==> config.mk <==
export PLATFORM = sky130hd
export DESIGN_NAME = imu_bias_calibration_and_scaling_flat
export DESIGN_NICKNAME = d
export VERILOG_FILES = /design/src/rtl/core/imubc_pkg.sv /design/src/rtl/core/imubc_in_if.sv /design/src/rtl/core/imubc_out_if.sv /design/src/rtl/core/imubc_lane.sv /design/src/rtl/core/imubc_merge.sv /design/src/rtl/core/imu_bias_calibration_and_scaling.sv /design/src/flat_wrapper.sv
export SDC_FILE = /design/constraint.sdc
export NUM_CORES = 2
export LEC_CHECK = 0
export BUFFER_PORTS_ARGS = -buffer_cell sky130_fd_sc_hd__buf_2
export CAP_MARGIN = 20
export CORE_MARGIN = 5
export CORE_UTILIZATION = 59
export CTS_CLUSTER_SIZE = 16
export DETAILED_ROUTE_END_ITERATION = 8
export HOLD_SLACK_MARGIN = 0.05
export MAX_ROUTING_LAYER = met4
export PLACE_DENSITY = 0.8
export SYNTH_ARGS = -nofsm -noshare
export SYNTH_HDL_FRONTEND = slang
export SYNTH_HIERARCHICAL = 1
export SYNTH_SLANG_ARGS = --single-unit
==> constraint.sdc <==
create_clock -name i_clk -period 12.65 [get_ports i_clk]
set_clock_uncertainty 0.15 [all_clocks]
set_input_delay 2.53 -clock i_clk [delete_from_list [all_inputs] [get_ports i_clk]]
set_output_delay 2.53 -clock i_clk [all_outputs]
set_load 0.01 [all_outputs]
==> src/rtl/core/imubc_pkg.sv <==
package imubc_pkg;

    // Field widths
    localparam int RAW_W   = 16;
    localparam int VAL_W   = 29;
    localparam int SCALE_W = 12;
    localparam int NUM_AXES = 6;
    localparam int NUM_GYRO = 3;

    // Configuration port
    localparam int ADDR_W  = 3;
    localparam int DATA_W  = 32;
    localparam int RSEL_W  = 2;
    localparam logic REG_ACCEL_RANGE = 1'b0;
    localparam logic REG_GYRO_RANGE  = 1'b1;

    // Command and result codes
    localparam logic CMD_CALIBRATE = 1'b0;
    localparam logic CMD_CONVERT   = 1'b1;
    localparam logic KIND_CONVERT  = 1'b0;
    localparam logic KIND_BIAS     = 1'b1;

    typedef logic signed [RAW_W-1:0]   t_raw;
    typedef logic signed [VAL_W-1:0]   t_val;
    typedef logic        [SCALE_W-1:0] t_scale;
    typedef logic        [RSEL_W-1:0]  t_rsel;

    // Gravity removal, Q13.16
    localparam t_val GRAVITY   = t_val'(65536);
    localparam t_val GRAV_THRESH = t_val'(52429);

    // Full scale times two, indexed by the range select code
    localparam t_scale ACCEL_SCALE [4] = '{t_scale'(4), t_scale'(32), t_scale'(8),
                                           t_scale'(16)};
    localparam t_scale GYRO_SCALE [4]  = '{t_scale'(490), t_scale'(1000),
                                           t_scale'(2000), t_scale'(4000)};

    // Per-lane control from the issue logic
    typedef struct packed {
        logic acc;      // calibration beat accepted: add into the sum
        logic clr;      // that beat completes calibration: clear the sum
        logic load;     // beat enters the product stage
        logic start;    // launch the bias division
        logic fin;      // product stage holds a finished calibration
        logic bias_we;  // commit the new bias
    } t_lane_ctrl;

endpackage

==> src/rtl/core/imubc_in_if.sv <==
interface imubc_in_if;
    import imubc_pkg::*;

    logic valid;
    logic ready;
    logic cmd;
    t_raw gyro_x_raw;
    t_raw gyro_y_raw;
    t_raw gyro_z_raw;
    t_raw accel_x_raw;
    t_raw accel_y_raw;
    t_raw accel_z_raw;

    modport source (
        output valid, cmd, gyro_x_raw, gyro_y_raw, gyro_z_raw,
               accel_x_raw, accel_y_raw, accel_z_raw,
        input  ready
    );
    modport sink (
        input  valid, cmd, gyro_x_raw, gyro_y_raw, gyro_z_raw,
               accel_x_raw, accel_y_raw, accel_z_raw,
        output ready
    );
endinterface

==> src/rtl/core/imubc_out_if.sv <==
interface imubc_out_if;
    import imubc_pkg::*;

    logic valid;
    logic ready;
    logic result_kind;
    t_val gyro_x_value;
    t_val gyro_y_value;
    t_val gyro_z_value;
    t_val accel_x_value;
    t_val accel_y_value;
    t_val accel_z_value;

    modport source (
        output valid, result_kind, gyro_x_value, gyro_y_value, gyro_z_value,
               accel_x_value, accel_y_value, accel_z_value,
        input  ready
    );
    modport sink (
        input  valid, result_kind, gyro_x_value, gyro_y_value, gyro_z_value,
               accel_x_value, accel_y_value, accel_z_value,
        output ready
    );
endinterface

==> src/rtl/core/imubc_lane.sv <==
module imubc_lane #(
    parameter int CAL_SAMPLES = 128,
    parameter bit IS_ACCEL    = 1'b0
) (
    input  logic                   i_clk,
    input  logic                   i_rst_n,
    input  imubc_pkg::t_lane_ctrl  i_ctrl,
    input  imubc_pkg::t_raw        i_raw,
    input  imubc_pkg::t_scale      i_scale,
    output imubc_pkg::t_val        o_value,
    output logic                   o_done
);
    import imubc_pkg::*;

    localparam int LOG2_C  = $clog2(CAL_SAMPLES);
    localparam int SUM_W   = RAW_W + LOG2_C;
    localparam int PROD_W  = SUM_W + SCALE_W + 1;
    localparam bit IS_POW2 = (CAL_SAMPLES & (CAL_SAMPLES - 1)) == 0;

    logic signed [SUM_W-1:0]  r_sum;
    logic signed [SUM_W-1:0]  n_sum;
    logic signed [SUM_W-1:0]  w_mul_a;
    logic signed [PROD_W-1:0] r_prod;
    logic signed [PROD_W-1:0] n_prod;
    t_val                     r_bias;
    t_val                     w_quo;
    t_val                     w_adj;

    // Running sum and multiplier operand
    assign n_sum   = r_sum + SUM_W'(i_raw);
    assign w_mul_a = i_ctrl.clr ? n_sum : SUM_W'(i_raw);
    assign n_prod  = PROD_W'(w_mul_a) * $signed(PROD_W'({1'b0, i_scale}));

    always_ff @(posedge i_clk) begin
        if (!i_rst_n) begin
            r_sum <= '0;
        end else if (i_ctrl.acc) begin
            r_sum <= i_ctrl.clr ? '0 : n_sum;
        end
    end

    // Product stage
    always_ff @(posedge i_clk) begin
        if (i_ctrl.load) begin
            r_prod <= n_prod;
        end
    end

    // Floor division of the scaled sum by the sample count
    generate
        if (IS_POW2) begin : g_shift
            assign w_quo  = t_val'(r_prod >>> LOG2_C);
            assign o_done = 1'b1;
        end else begin : g_divider
            // floor(sum * scale / N) = q * scale + floor(rem * scale / N),
            // with q and rem from the sum; each quotient by reciprocal multiply
            localparam int X2_W = LOG2_C + SCALE_W;
            localparam int P1_W = 2 * SUM_W + 1;
            localparam int P2_W = 2 * X2_W + 1;
            localparam int SH1  = SUM_W + LOG2_C;
            localparam int SH2  = X2_W + LOG2_C;
            localparam logic [SUM_W:0] M1 =
                (SUM_W + 1)'((longint'(1) << SH1) / CAL_SAMPLES + 1);
            localparam logic [X2_W:0] M2 =
                (X2_W + 1)'((longint'(1) << SH2) / CAL_SAMPLES + 1);
            localparam logic [SUM_W-1:0] OFFSET = SUM_W'(CAL_SAMPLES << (RAW_W - 1));

            logic [SUM_W-1:0]   r_u;
            t_scale             r_cscale;
            logic [P1_W-1:0]    w_p1;
            logic [RAW_W-1:0]   r_q1;
            logic [LOG2_C-1:0]  r_rem;
            t_raw               r_qn;
            logic [X2_W-1:0]    r_x2;
            t_val               r_qs;
            logic [P2_W-1:0]    w_p2;
            logic [SCALE_W-1:0] r_q2;
            t_val               r_res;
            logic [3:0]         r_pipe_v;
            logic               r_done;

            // Capture the sum, offset to be non-negative, and the scale in force
            always_ff @(posedge i_clk) begin
                if (i_ctrl.clr) begin
                    r_u      <= $unsigned(n_sum) + OFFSET;
                    r_cscale <= i_scale;
                end
            end

            assign w_p1 = P1_W'(r_u) * P1_W'(M1);
            assign w_p2 = P2_W'(r_x2) * P2_W'(M2);

            // Five register stages; operands hold still until the next capture
            always_ff @(posedge i_clk) begin
                r_q1  <= w_p1[SH1 +: RAW_W];
                r_rem <= LOG2_C'(r_u - SUM_W'(r_q1) * SUM_W'(CAL_SAMPLES));
                r_qn  <= t_raw'({~r_q1[RAW_W-1], r_q1[RAW_W-2:0]});
                r_x2  <= X2_W'(r_rem) * X2_W'(r_cscale);
                r_qs  <= t_val'(r_qn) * $signed(t_val'({1'b0, r_cscale}));
                r_q2  <= w_p2[SH2 +: SCALE_W];
                r_res <= r_qs + t_val'(r_q2);
            end

            // Track the launch through the stages
            always_ff @(posedge i_clk) begin
                if (!i_rst_n) begin
                    r_pipe_v <= '0;
                    r_done   <= 1'b0;
                end else begin
                    r_pipe_v <= {r_pipe_v[2:0], i_ctrl.start};
                    if (i_ctrl.start) begin
                        r_done <= 1'b0;
                    end else if (r_pipe_v[3]) begin
                        r_done <= 1'b1;
                    end else if (i_ctrl.bias_we) begin
                        r_done <= 1'b0;
                    end
                end
            end

            assign w_quo  = r_res;
            assign o_done = r_done;
        end
    endgenerate

    // Drop gravity from an accelerometer bias
    always_comb begin
        w_adj = w_quo;
        if (IS_ACCEL) begin
            if (w_quo > GRAV_THRESH) begin
                w_adj = w_quo - GRAVITY;
            end else if (w_quo < -GRAV_THRESH) begin
                w_adj = w_quo + GRAVITY;
            end
        end
    end

    always_ff @(posedge i_clk) begin
        if (!i_rst_n) begin
            r_bias <= '0;
        end else if (i_ctrl.bias_we) begin
            r_bias <= w_adj;
        end
    end

    // Converted value, or the new bias at the end of calibration
    assign o_value = i_ctrl.fin ? w_adj : (t_val'(r_prod) - r_bias);

endmodule

==> src/rtl/core/imubc_merge.sv <==
module imubc_merge (
    input  logic                 i_clk,
    input  logic                 i_rst_n,
    input  logic                 i_load,
    input  logic                 i_kind,
    input  imubc_pkg::t_val      i_values [imubc_pkg::NUM_AXES],
    output logic                 o_free,
    imubc_out_if.source          o_out
);
    import imubc_pkg::*;

    logic r_valid;
    logic r_kind;
    t_val r_val [NUM_AXES];

    assign o_free = !r_valid || o_out.ready;

    // Output register: hold until the beat is taken
    always_ff @(posedge i_clk) begin
        if (!i_rst_n) begin
            r_valid <= 1'b0;
        end else if (i_load) begin
            r_valid <= 1'b1;
        end else if (o_out.ready) begin
            r_valid <= 1'b0;
        end
    end

    always_ff @(posedge i_clk) begin
        if (i_load) begin
            r_kind <= i_kind;
            r_val  <= i_values;
        end
    end

    assign o_out.valid         = r_valid;
    assign o_out.result_kind   = r_kind;
    assign o_out.gyro_x_value  = r_val[0];
    assign o_out.gyro_y_value  = r_val[1];
    assign o_out.gyro_z_value  = r_val[2];
    assign o_out.accel_x_value = r_val[3];
    assign o_out.accel_y_value = r_val[4];
    assign o_out.accel_z_value = r_val[5];

endmodule

==> src/rtl/core/imu_bias_calibration_and_scaling.sv <==
// Convert beats: one accepted per cycle while the output is not stalled and no bias division
// is pending; each result is registered in the product stage, then in the output register.
// Completing calibration beat: same path when CAL_SAMPLES is a power of two, else a
// five-stage reciprocal divider per lane lies in between while further input is held.
// Reset (synchronous, i_rst_n low) clears range selects, sums, sample count, biases
// and the output valid.
module imu_bias_calibration_and_scaling #(
    parameter int CAL_SAMPLES = 128
) (
    input  logic                          i_clk,
    input  logic                          i_rst_n,
    imubc_in_if.sink                      i_in,
    imubc_out_if.source                   o_out,
    input  logic                          psel,
    input  logic                          penable,
    input  logic                          pwrite,
    input  logic [imubc_pkg::ADDR_W-1:0]  paddr,
    input  logic [imubc_pkg::DATA_W-1:0]  pwdata,
    output logic [imubc_pkg::DATA_W-1:0]  prdata,
    output logic                          pready
);
    import imubc_pkg::*;

    localparam int CNT_W = $clog2(CAL_SAMPLES);

    t_rsel             r_accel_rsel;
    t_rsel             r_gyro_rsel;
    logic [CNT_W-1:0]  r_cnt;
    logic              r_s1_valid;
    logic              r_s1_fin;
    logic              r_start;
    logic              w_accept;
    logic              w_cal;
    logic              w_last;
    logic              w_s1_adv;
    logic              w_free;
    logic              w_cfg_we;
    logic [NUM_AXES-1:0] w_done;
    t_lane_ctrl        w_ctrl;
    t_raw              w_raw [NUM_AXES];
    t_val              w_value [NUM_AXES];

    // Configuration registers
    assign pready   = 1'b1;
    assign w_cfg_we = psel && penable && pwrite;

    always_ff @(posedge i_clk) begin
        if (!i_rst_n) begin
            r_accel_rsel <= '0;
            r_gyro_rsel  <= '0;
        end else if (w_cfg_we) begin
            if (paddr[2] == REG_ACCEL_RANGE) begin
                r_accel_rsel <= pwdata[RSEL_W-1:0];
            end else begin
                r_gyro_rsel <= pwdata[RSEL_W-1:0];
            end
        end
    end

    assign prdata = (paddr[2] == REG_ACCEL_RANGE) ? DATA_W'(r_accel_rsel)
                                                  : DATA_W'(r_gyro_rsel);

    // Issue: accept a beat when the product stage is empty or moving on
    assign w_accept = i_in.valid && i_in.ready;
    assign w_cal    = i_in.cmd == CMD_CALIBRATE;
    assign w_last   = r_cnt == CNT_W'(CAL_SAMPLES - 1);
    assign w_s1_adv = r_s1_valid && (!r_s1_fin || (&w_done)) && w_free;
    assign i_in.ready = !r_s1_valid || w_s1_adv;

    always_comb begin
        w_ctrl.acc     = w_accept && w_cal;
        w_ctrl.clr     = w_accept && w_cal && w_last;
        w_ctrl.load    = w_accept && (!w_cal || w_last);
        w_ctrl.start   = r_start;
        w_ctrl.fin     = r_s1_fin;
        w_ctrl.bias_we = w_s1_adv && r_s1_fin;
    end

    // Calibration sample count
    always_ff @(posedge i_clk) begin
        if (!i_rst_n) begin
            r_cnt <= '0;
        end else if (w_ctrl.acc) begin
            r_cnt <= w_last ? '0 : r_cnt + 1'b1;
        end
    end

    // Product stage occupancy
    always_ff @(posedge i_clk) begin
        if (!i_rst_n) begin
            r_s1_valid <= 1'b0;
            r_s1_fin   <= 1'b0;
            r_start    <= 1'b0;
        end else begin
            r_start <= w_ctrl.clr;
            if (w_ctrl.load) begin
                r_s1_valid <= 1'b1;
                r_s1_fin   <= w_ctrl.clr;
            end else if (w_s1_adv) begin
                r_s1_valid <= 1'b0;
                r_s1_fin   <= 1'b0;
            end
        end
    end

    assign w_raw[0] = i_in.gyro_x_raw;
    assign w_raw[1] = i_in.gyro_y_raw;
    assign w_raw[2] = i_in.gyro_z_raw;
    assign w_raw[3] = i_in.accel_x_raw;
    assign w_raw[4] = i_in.accel_y_raw;
    assign w_raw[5] = i_in.accel_z_raw;

    // One lane per axis
    for (genvar g = 0; g < NUM_AXES; g++) begin : g_lane
        imubc_lane #(
            .CAL_SAMPLES (CAL_SAMPLES),
            .IS_ACCEL    (g >= NUM_GYRO)
        ) u_lane (
            .i_clk   (i_clk),
            .i_rst_n (i_rst_n),
            .i_ctrl  (w_ctrl),
            .i_raw   (w_raw[g]),
            .i_scale ((g < NUM_GYRO) ? GYRO_SCALE[r_gyro_rsel] : ACCEL_SCALE[r_accel_rsel]),
            .o_value (w_value[g]),
            .o_done  (w_done[g])
        );
    end

    // Merge the lanes into the output beat
    imubc_merge u_merge (
        .i_clk    (i_clk),
        .i_rst_n  (i_rst_n),
        .i_load   (w_s1_adv),
        .i_kind   (r_s1_fin ? KIND_BIAS : KIND_CONVERT),
        .i_values (w_value),
        .o_free   (w_free),
        .o_out    (o_out)
    );

endmodule

==> src/flat_wrapper.sv <==
// flat-port wrapper written by rule: the top's interface ports become plain ports
module imu_bias_calibration_and_scaling_flat import imubc_pkg::*;
#(
    parameter int CAL_SAMPLES = 128
)
  (i_clk, i_rst_n, psel, penable, pwrite, paddr, pwdata, prdata, pready, i_in_valid, i_in_cmd, i_in_gyro_x_raw, i_in_gyro_y_raw, i_in_gyro_z_raw, i_in_accel_x_raw, i_in_accel_y_raw, i_in_accel_z_raw, i_in_ready, o_out_valid, o_out_result_kind, o_out_gyro_x_value, o_out_gyro_y_value, o_out_gyro_z_value, o_out_accel_x_value, o_out_accel_y_value, o_out_accel_z_value, o_out_ready);
  imubc_in_if i_in_i ();
  imubc_out_if o_out_i ();
  input  logic i_clk;
  input  logic i_rst_n;
  input  logic psel;
  input  logic penable;
  input  logic pwrite;
  input  logic [imubc_pkg::ADDR_W-1:0] paddr;
  input  logic [imubc_pkg::DATA_W-1:0] pwdata;
  output logic [imubc_pkg::DATA_W-1:0] prdata;
  output logic pready;
  input wire logic [$bits(i_in_i.valid)-1:0] i_in_valid;
  input wire logic [$bits(i_in_i.cmd)-1:0] i_in_cmd;
  input wire logic [$bits(i_in_i.gyro_x_raw)-1:0] i_in_gyro_x_raw;
  input wire logic [$bits(i_in_i.gyro_y_raw)-1:0] i_in_gyro_y_raw;
  input wire logic [$bits(i_in_i.gyro_z_raw)-1:0] i_in_gyro_z_raw;
  input wire logic [$bits(i_in_i.accel_x_raw)-1:0] i_in_accel_x_raw;
  input wire logic [$bits(i_in_i.accel_y_raw)-1:0] i_in_accel_y_raw;
  input wire logic [$bits(i_in_i.accel_z_raw)-1:0] i_in_accel_z_raw;
  output wire logic [$bits(i_in_i.ready)-1:0] i_in_ready;
  output wire logic [$bits(o_out_i.valid)-1:0] o_out_valid;
  output wire logic [$bits(o_out_i.result_kind)-1:0] o_out_result_kind;
  output wire logic [$bits(o_out_i.gyro_x_value)-1:0] o_out_gyro_x_value;
  output wire logic [$bits(o_out_i.gyro_y_value)-1:0] o_out_gyro_y_value;
  output wire logic [$bits(o_out_i.gyro_z_value)-1:0] o_out_gyro_z_value;
  output wire logic [$bits(o_out_i.accel_x_value)-1:0] o_out_accel_x_value;
  output wire logic [$bits(o_out_i.accel_y_value)-1:0] o_out_accel_y_value;
  output wire logic [$bits(o_out_i.accel_z_value)-1:0] o_out_accel_z_value;
  input wire logic [$bits(o_out_i.ready)-1:0] o_out_ready;
  assign i_in_i.valid = i_in_valid;
  assign i_in_i.cmd = i_in_cmd;
  assign i_in_i.gyro_x_raw = i_in_gyro_x_raw;
  assign i_in_i.gyro_y_raw = i_in_gyro_y_raw;
  assign i_in_i.gyro_z_raw = i_in_gyro_z_raw;
  assign i_in_i.accel_x_raw = i_in_accel_x_raw;
  assign i_in_i.accel_y_raw = i_in_accel_y_raw;
  assign i_in_i.accel_z_raw = i_in_accel_z_raw;
  assign i_in_ready = i_in_i.ready;
  assign o_out_valid = o_out_i.valid;
  assign o_out_result_kind = o_out_i.result_kind;
  assign o_out_gyro_x_value = o_out_i.gyro_x_value;
  assign o_out_gyro_y_value = o_out_i.gyro_y_value;
  assign o_out_gyro_z_value = o_out_i.gyro_z_value;
  assign o_out_accel_x_value = o_out_i.accel_x_value;
  assign o_out_accel_y_value = o_out_i.accel_y_value;
  assign o_out_accel_z_value = o_out_i.accel_z_value;
  assign o_out_i.ready = o_out_ready;
  imu_bias_calibration_and_scaling #(.CAL_SAMPLES(CAL_SAMPLES)) u_core (.i_clk(i_clk), .i_rst_n(i_rst_n), .i_in(i_in_i), .o_out(o_out_i), .psel(psel), .penable(penable), .pwrite(pwrite), .paddr(paddr), .pwdata(pwdata), .prdata(prdata), .pready(pready));
endmodule
==> qor.csv <==
stage,metric,value,unit
worst_setup_path,CP max stage delay,0.54,ns
sta,"Period Utilization, post-route",0.842,
clocking,# resized after CTS,0,
drt,WL/cell,18.3,µm
sta,Tmin final,10.66,ns
sta,Slew @ Worst Pin,1.05,ns
drt,number of routed nets with antenna violations,0,
floorplan,core footprint,0.181,mm²
sta,Setup TNS,0,ns
power_and_ir_drop,VDD IR max,0.000251,V
sta,unrepaired setup endpoints after global routing,no,
worst_setup_path,CP Max Fanout,20,
hold_path,worst hold path type,reg2reg,
placed_design,Final GP Congestion,0.960,
drt,DR vias/cell,5.70,
floorplan,die area,0.191,mm²
sta,fin. max-slew vios,0,
power_and_ir_drop,total leakage power,53.1,nW
sta,Max Clock Freq,93.8,MHz
final_layout,filler cell count,14800,
final_layout,final net count,14600,
clocking,cts bufs inserted,87,
clocking,CTS sink count,717,
final_layout,"most common cell after layout, fill and taps aside",inv_1,
global_routing,Global Route Usage Sum,0.288,
floorplan,Chip Width,437,µm
worst_setup_path,reg-to-reg critical path endpoint,u_core/g_lane[5].u_lane/r_prod[35],
clocking,hold buffer count at CTS,0,
worst_setup_path,Startpoint Class,input port,
worst_setup_path,r2r setup slk,3.61,ns
global_routing,first-pass GRT wire length,444000,µm
sta,# setup viols final,0,
drt,vias,83600,
final_layout,fraction of layout cells with a size suffix above 1,0.0607,
clocking,Clock Tree Root,clkbuf_16,
floorplan,Die Ht,437,µm
clocking,"CTS clk-pin slew, worst paths",0.06,ns
sta,Final Hold Viols,0,
synthesis,syn_area_per_cell,8.86,µm²
synthesis,Syn Inst Count,12100,
clocking,CTS Buffer Depth,3,
floorplan,Site Rows,156,
clocking,H-tree Lvls,3,
drt,DRT Pass-1 Iters,6,
power_and_ir_drop,clock network power share,0.094,
power_and_ir_drop,Net Sw Power,0.0136,W
clocking,setup bufs post-CTS,0,
worst_setup_path,slowest cell on the critical path,fa_1,
power_and_ir_drop,Power Internal,0.0141,W
placed_design,PortBufs,285,
synthesis,yosys warns,6,
placed_design,hpwl dp,209000,µm
flow_run,max-cap viol count,0,
sta,Slew headroom,0.278,
global_routing,vias in the first global route,88100,
drt,DRC errors left,0,
global_routing,largest net degree at the start of global routing,157,
worst_setup_path,CP dominant cell by count,fa_1,
worst_setup_path,R2R Path Start,u_core/g_lane[5].u_lane/r_sum[0],
worst_setup_path,Setup crit start,i_in_accel_y_raw[0],
drt,final wirelength,268000,µm
drt,drt initial violations,5895,
clocking,worst skew pair latency,0.74,ns
global_routing,grt ovf,0,
power_and_ir_drop,combinational power share,0.740,
placed_design,placed inst area,0.111,mm²
worst_setup_path,worst reg2reg path depth,31,
power_and_ir_drop,sequential share of power,0.166,
final_layout,Area Overhead vs Synth,5.88,%
sta,PnR worst setup slack,1.99,ns
floorplan,Starting Density,0.594,
outcome,status,completed,
worst_setup_path,critical setup path kind,in2reg,
global_routing,initial antenna violation count,28,
placed_design,pre-CTS setup slack,1.30,ns
floorplan,I/O pins,349,
worst_setup_path,Crit path required time,12.97,ns
final_layout,Final Instance Area,0.114,mm²
worst_setup_path,Setup crit end,u_core/g_lane[4].u_lane/r_prod[34],
clocking,CTS tree,yes,
power_and_ir_drop,Switching Share,0.490,
synthesis,Synth Cell Area,0.108,mm²
power_and_ir_drop,PD cells,243,mW/mm²
worst_setup_path,Crit path arrival time,10.98,ns
worst_setup_path,CP Capture Type,flop,
final_layout,most frequent cells in the layout,"2,206 x inv_1, 1,488 x fa_1, 1,206 x nand2_1",
==> power by group through the flow <==
stage / logic, W / clock network, W / registers, W
2_1_floorplan: 0.0156 / 0 / 0.00437
3_3_place_gp: 0.0194 / 0 / 0.00460
3_5_place_dp: 0.0201 / 0 / 0.00461
4_1_cts: 0.0202 / 0.00269 / 0.00457
5_1_grt: 0.0231 / 0.00278 / 0.00462
6_report: 0.0205 / 0.00261 / 0.00458
==> stage by stage <==
step | power, W | cells | util | hold slack [ns]
final | 0.0277 | 14700 | 0.629 | 0.297
after global routing | 0.0305 | 14700 | 0.629 | 0.310
after CTS | 0.0274 | 14600 | 0.629 | 0.298
after detailed placement | 0.0247 | 14500 | 0.613 | 0.292
after global placement | 0.0240 | 14500 | 0.612 | 0.284
after floorplan | 0.0200 | 12300 | - | 0.270
==> worst max-delay path, delay by kind of cell <==
kind,cells,cell delay [ns]
and+or+nand+nor,6,1.37
buffers and inverters,6,0.95
adders and majority gates,8,3.44
muxes,1,0.27
AOI/OAI and AO/OA,8,1.91
xor gates and xnor gates,2,0.49
==> worst min-delay path by stage <==
stage,slack [ns],to,depth (start not counted),startpoint
floorplan,0.27,u_core/g_lane[5].u_lane/r_sum[21],2,u_core/g_lane[5].u_lane/r_sum[21]
global placement,0.28,u_core/g_lane[5].u_lane/r_sum[21],2,u_core/g_lane[5].u_lane/r_sum[21]
detailed placement,0.29,u_core/g_lane[5].u_lane/r_sum[21],2,u_core/g_lane[5].u_lane/r_sum[21]
CTS,0.30,u_core/g_lane[5].u_lane/r_sum[21],2,u_core/g_lane[5].u_lane/r_sum[21]
global route,0.31,u_core/g_lane[5].u_lane/r_sum[21],2,u_core/g_lane[5].u_lane/r_sum[21]
finish,0.30,u_core/g_lane[5].u_lane/r_sum[21],2,u_core/g_lane[5].u_lane/r_sum[21]
==> layout make-up <==
| cell class | instances | area (µm²) | area share |
|---|---|---|---|
| Clock buffer | 112 | 2330 | 0.0205 |
| Multi-Input combinational cell | 8801 | 79300 | 0.696 |
| Tap cell | 2370 | 2970 | 0.0260 |
| Clock inverter | 52 | 636 | 0.00558 |
| Antenna cell | 23 | 57.6 | 0.000505 |
| Timing Repair Buffer | 367 | 2100 | 0.0184 |
| Sequential cell | 717 | 18300 | 0.160 |
| Inverter | 2217 | 8320 | 0.0730 |
==> routing by layer <==
metal | share of wire | GRT usage | up-vias | wire (µm)
met3 | 0.063 | 0.0395 | 575 | 16900
li1 | - | - | 38900 | -
met1 | 0.41 | 0.358 | 41200 | 110000
met4 | 0.046 | 0.127 | 0 | 12300
met2 | 0.48 | 0.473 | 2865 | 129000
met5 | 0 | - | - | 0
==> registers in the layout, summed over array words and instances (netlist names) <==
signal / count
u_core/u_merge/o_out.accel_z_value: 29
u_core/u_merge/o_out.accel_y_value: 29
u_core/r_s1_valid: 1
u_core/r_cnt: 7
u_core/r_accel_rsel: 2
u_core/g_lane.u_lane/r_prod: 216
u_core/g_lane.u_lane/r_bias: 174
u_core/r_gyro_rsel: 2
u_core/u_merge/o_out.gyro_z_value: 29
u_core/u_merge/o_out.accel_x_value: 29
u_core/u_merge/o_out.gyro_y_value: 29
u_core/r_s1_fin: 1
u_core/u_merge/o_out.gyro_x_value: 29
u_core/u_merge/o_out.result_kind: 1
u_core/u_merge/o_out.valid: 1
u_core/g_lane.u_lane/r_sum: 138
(Power assumes the default switching activity.)
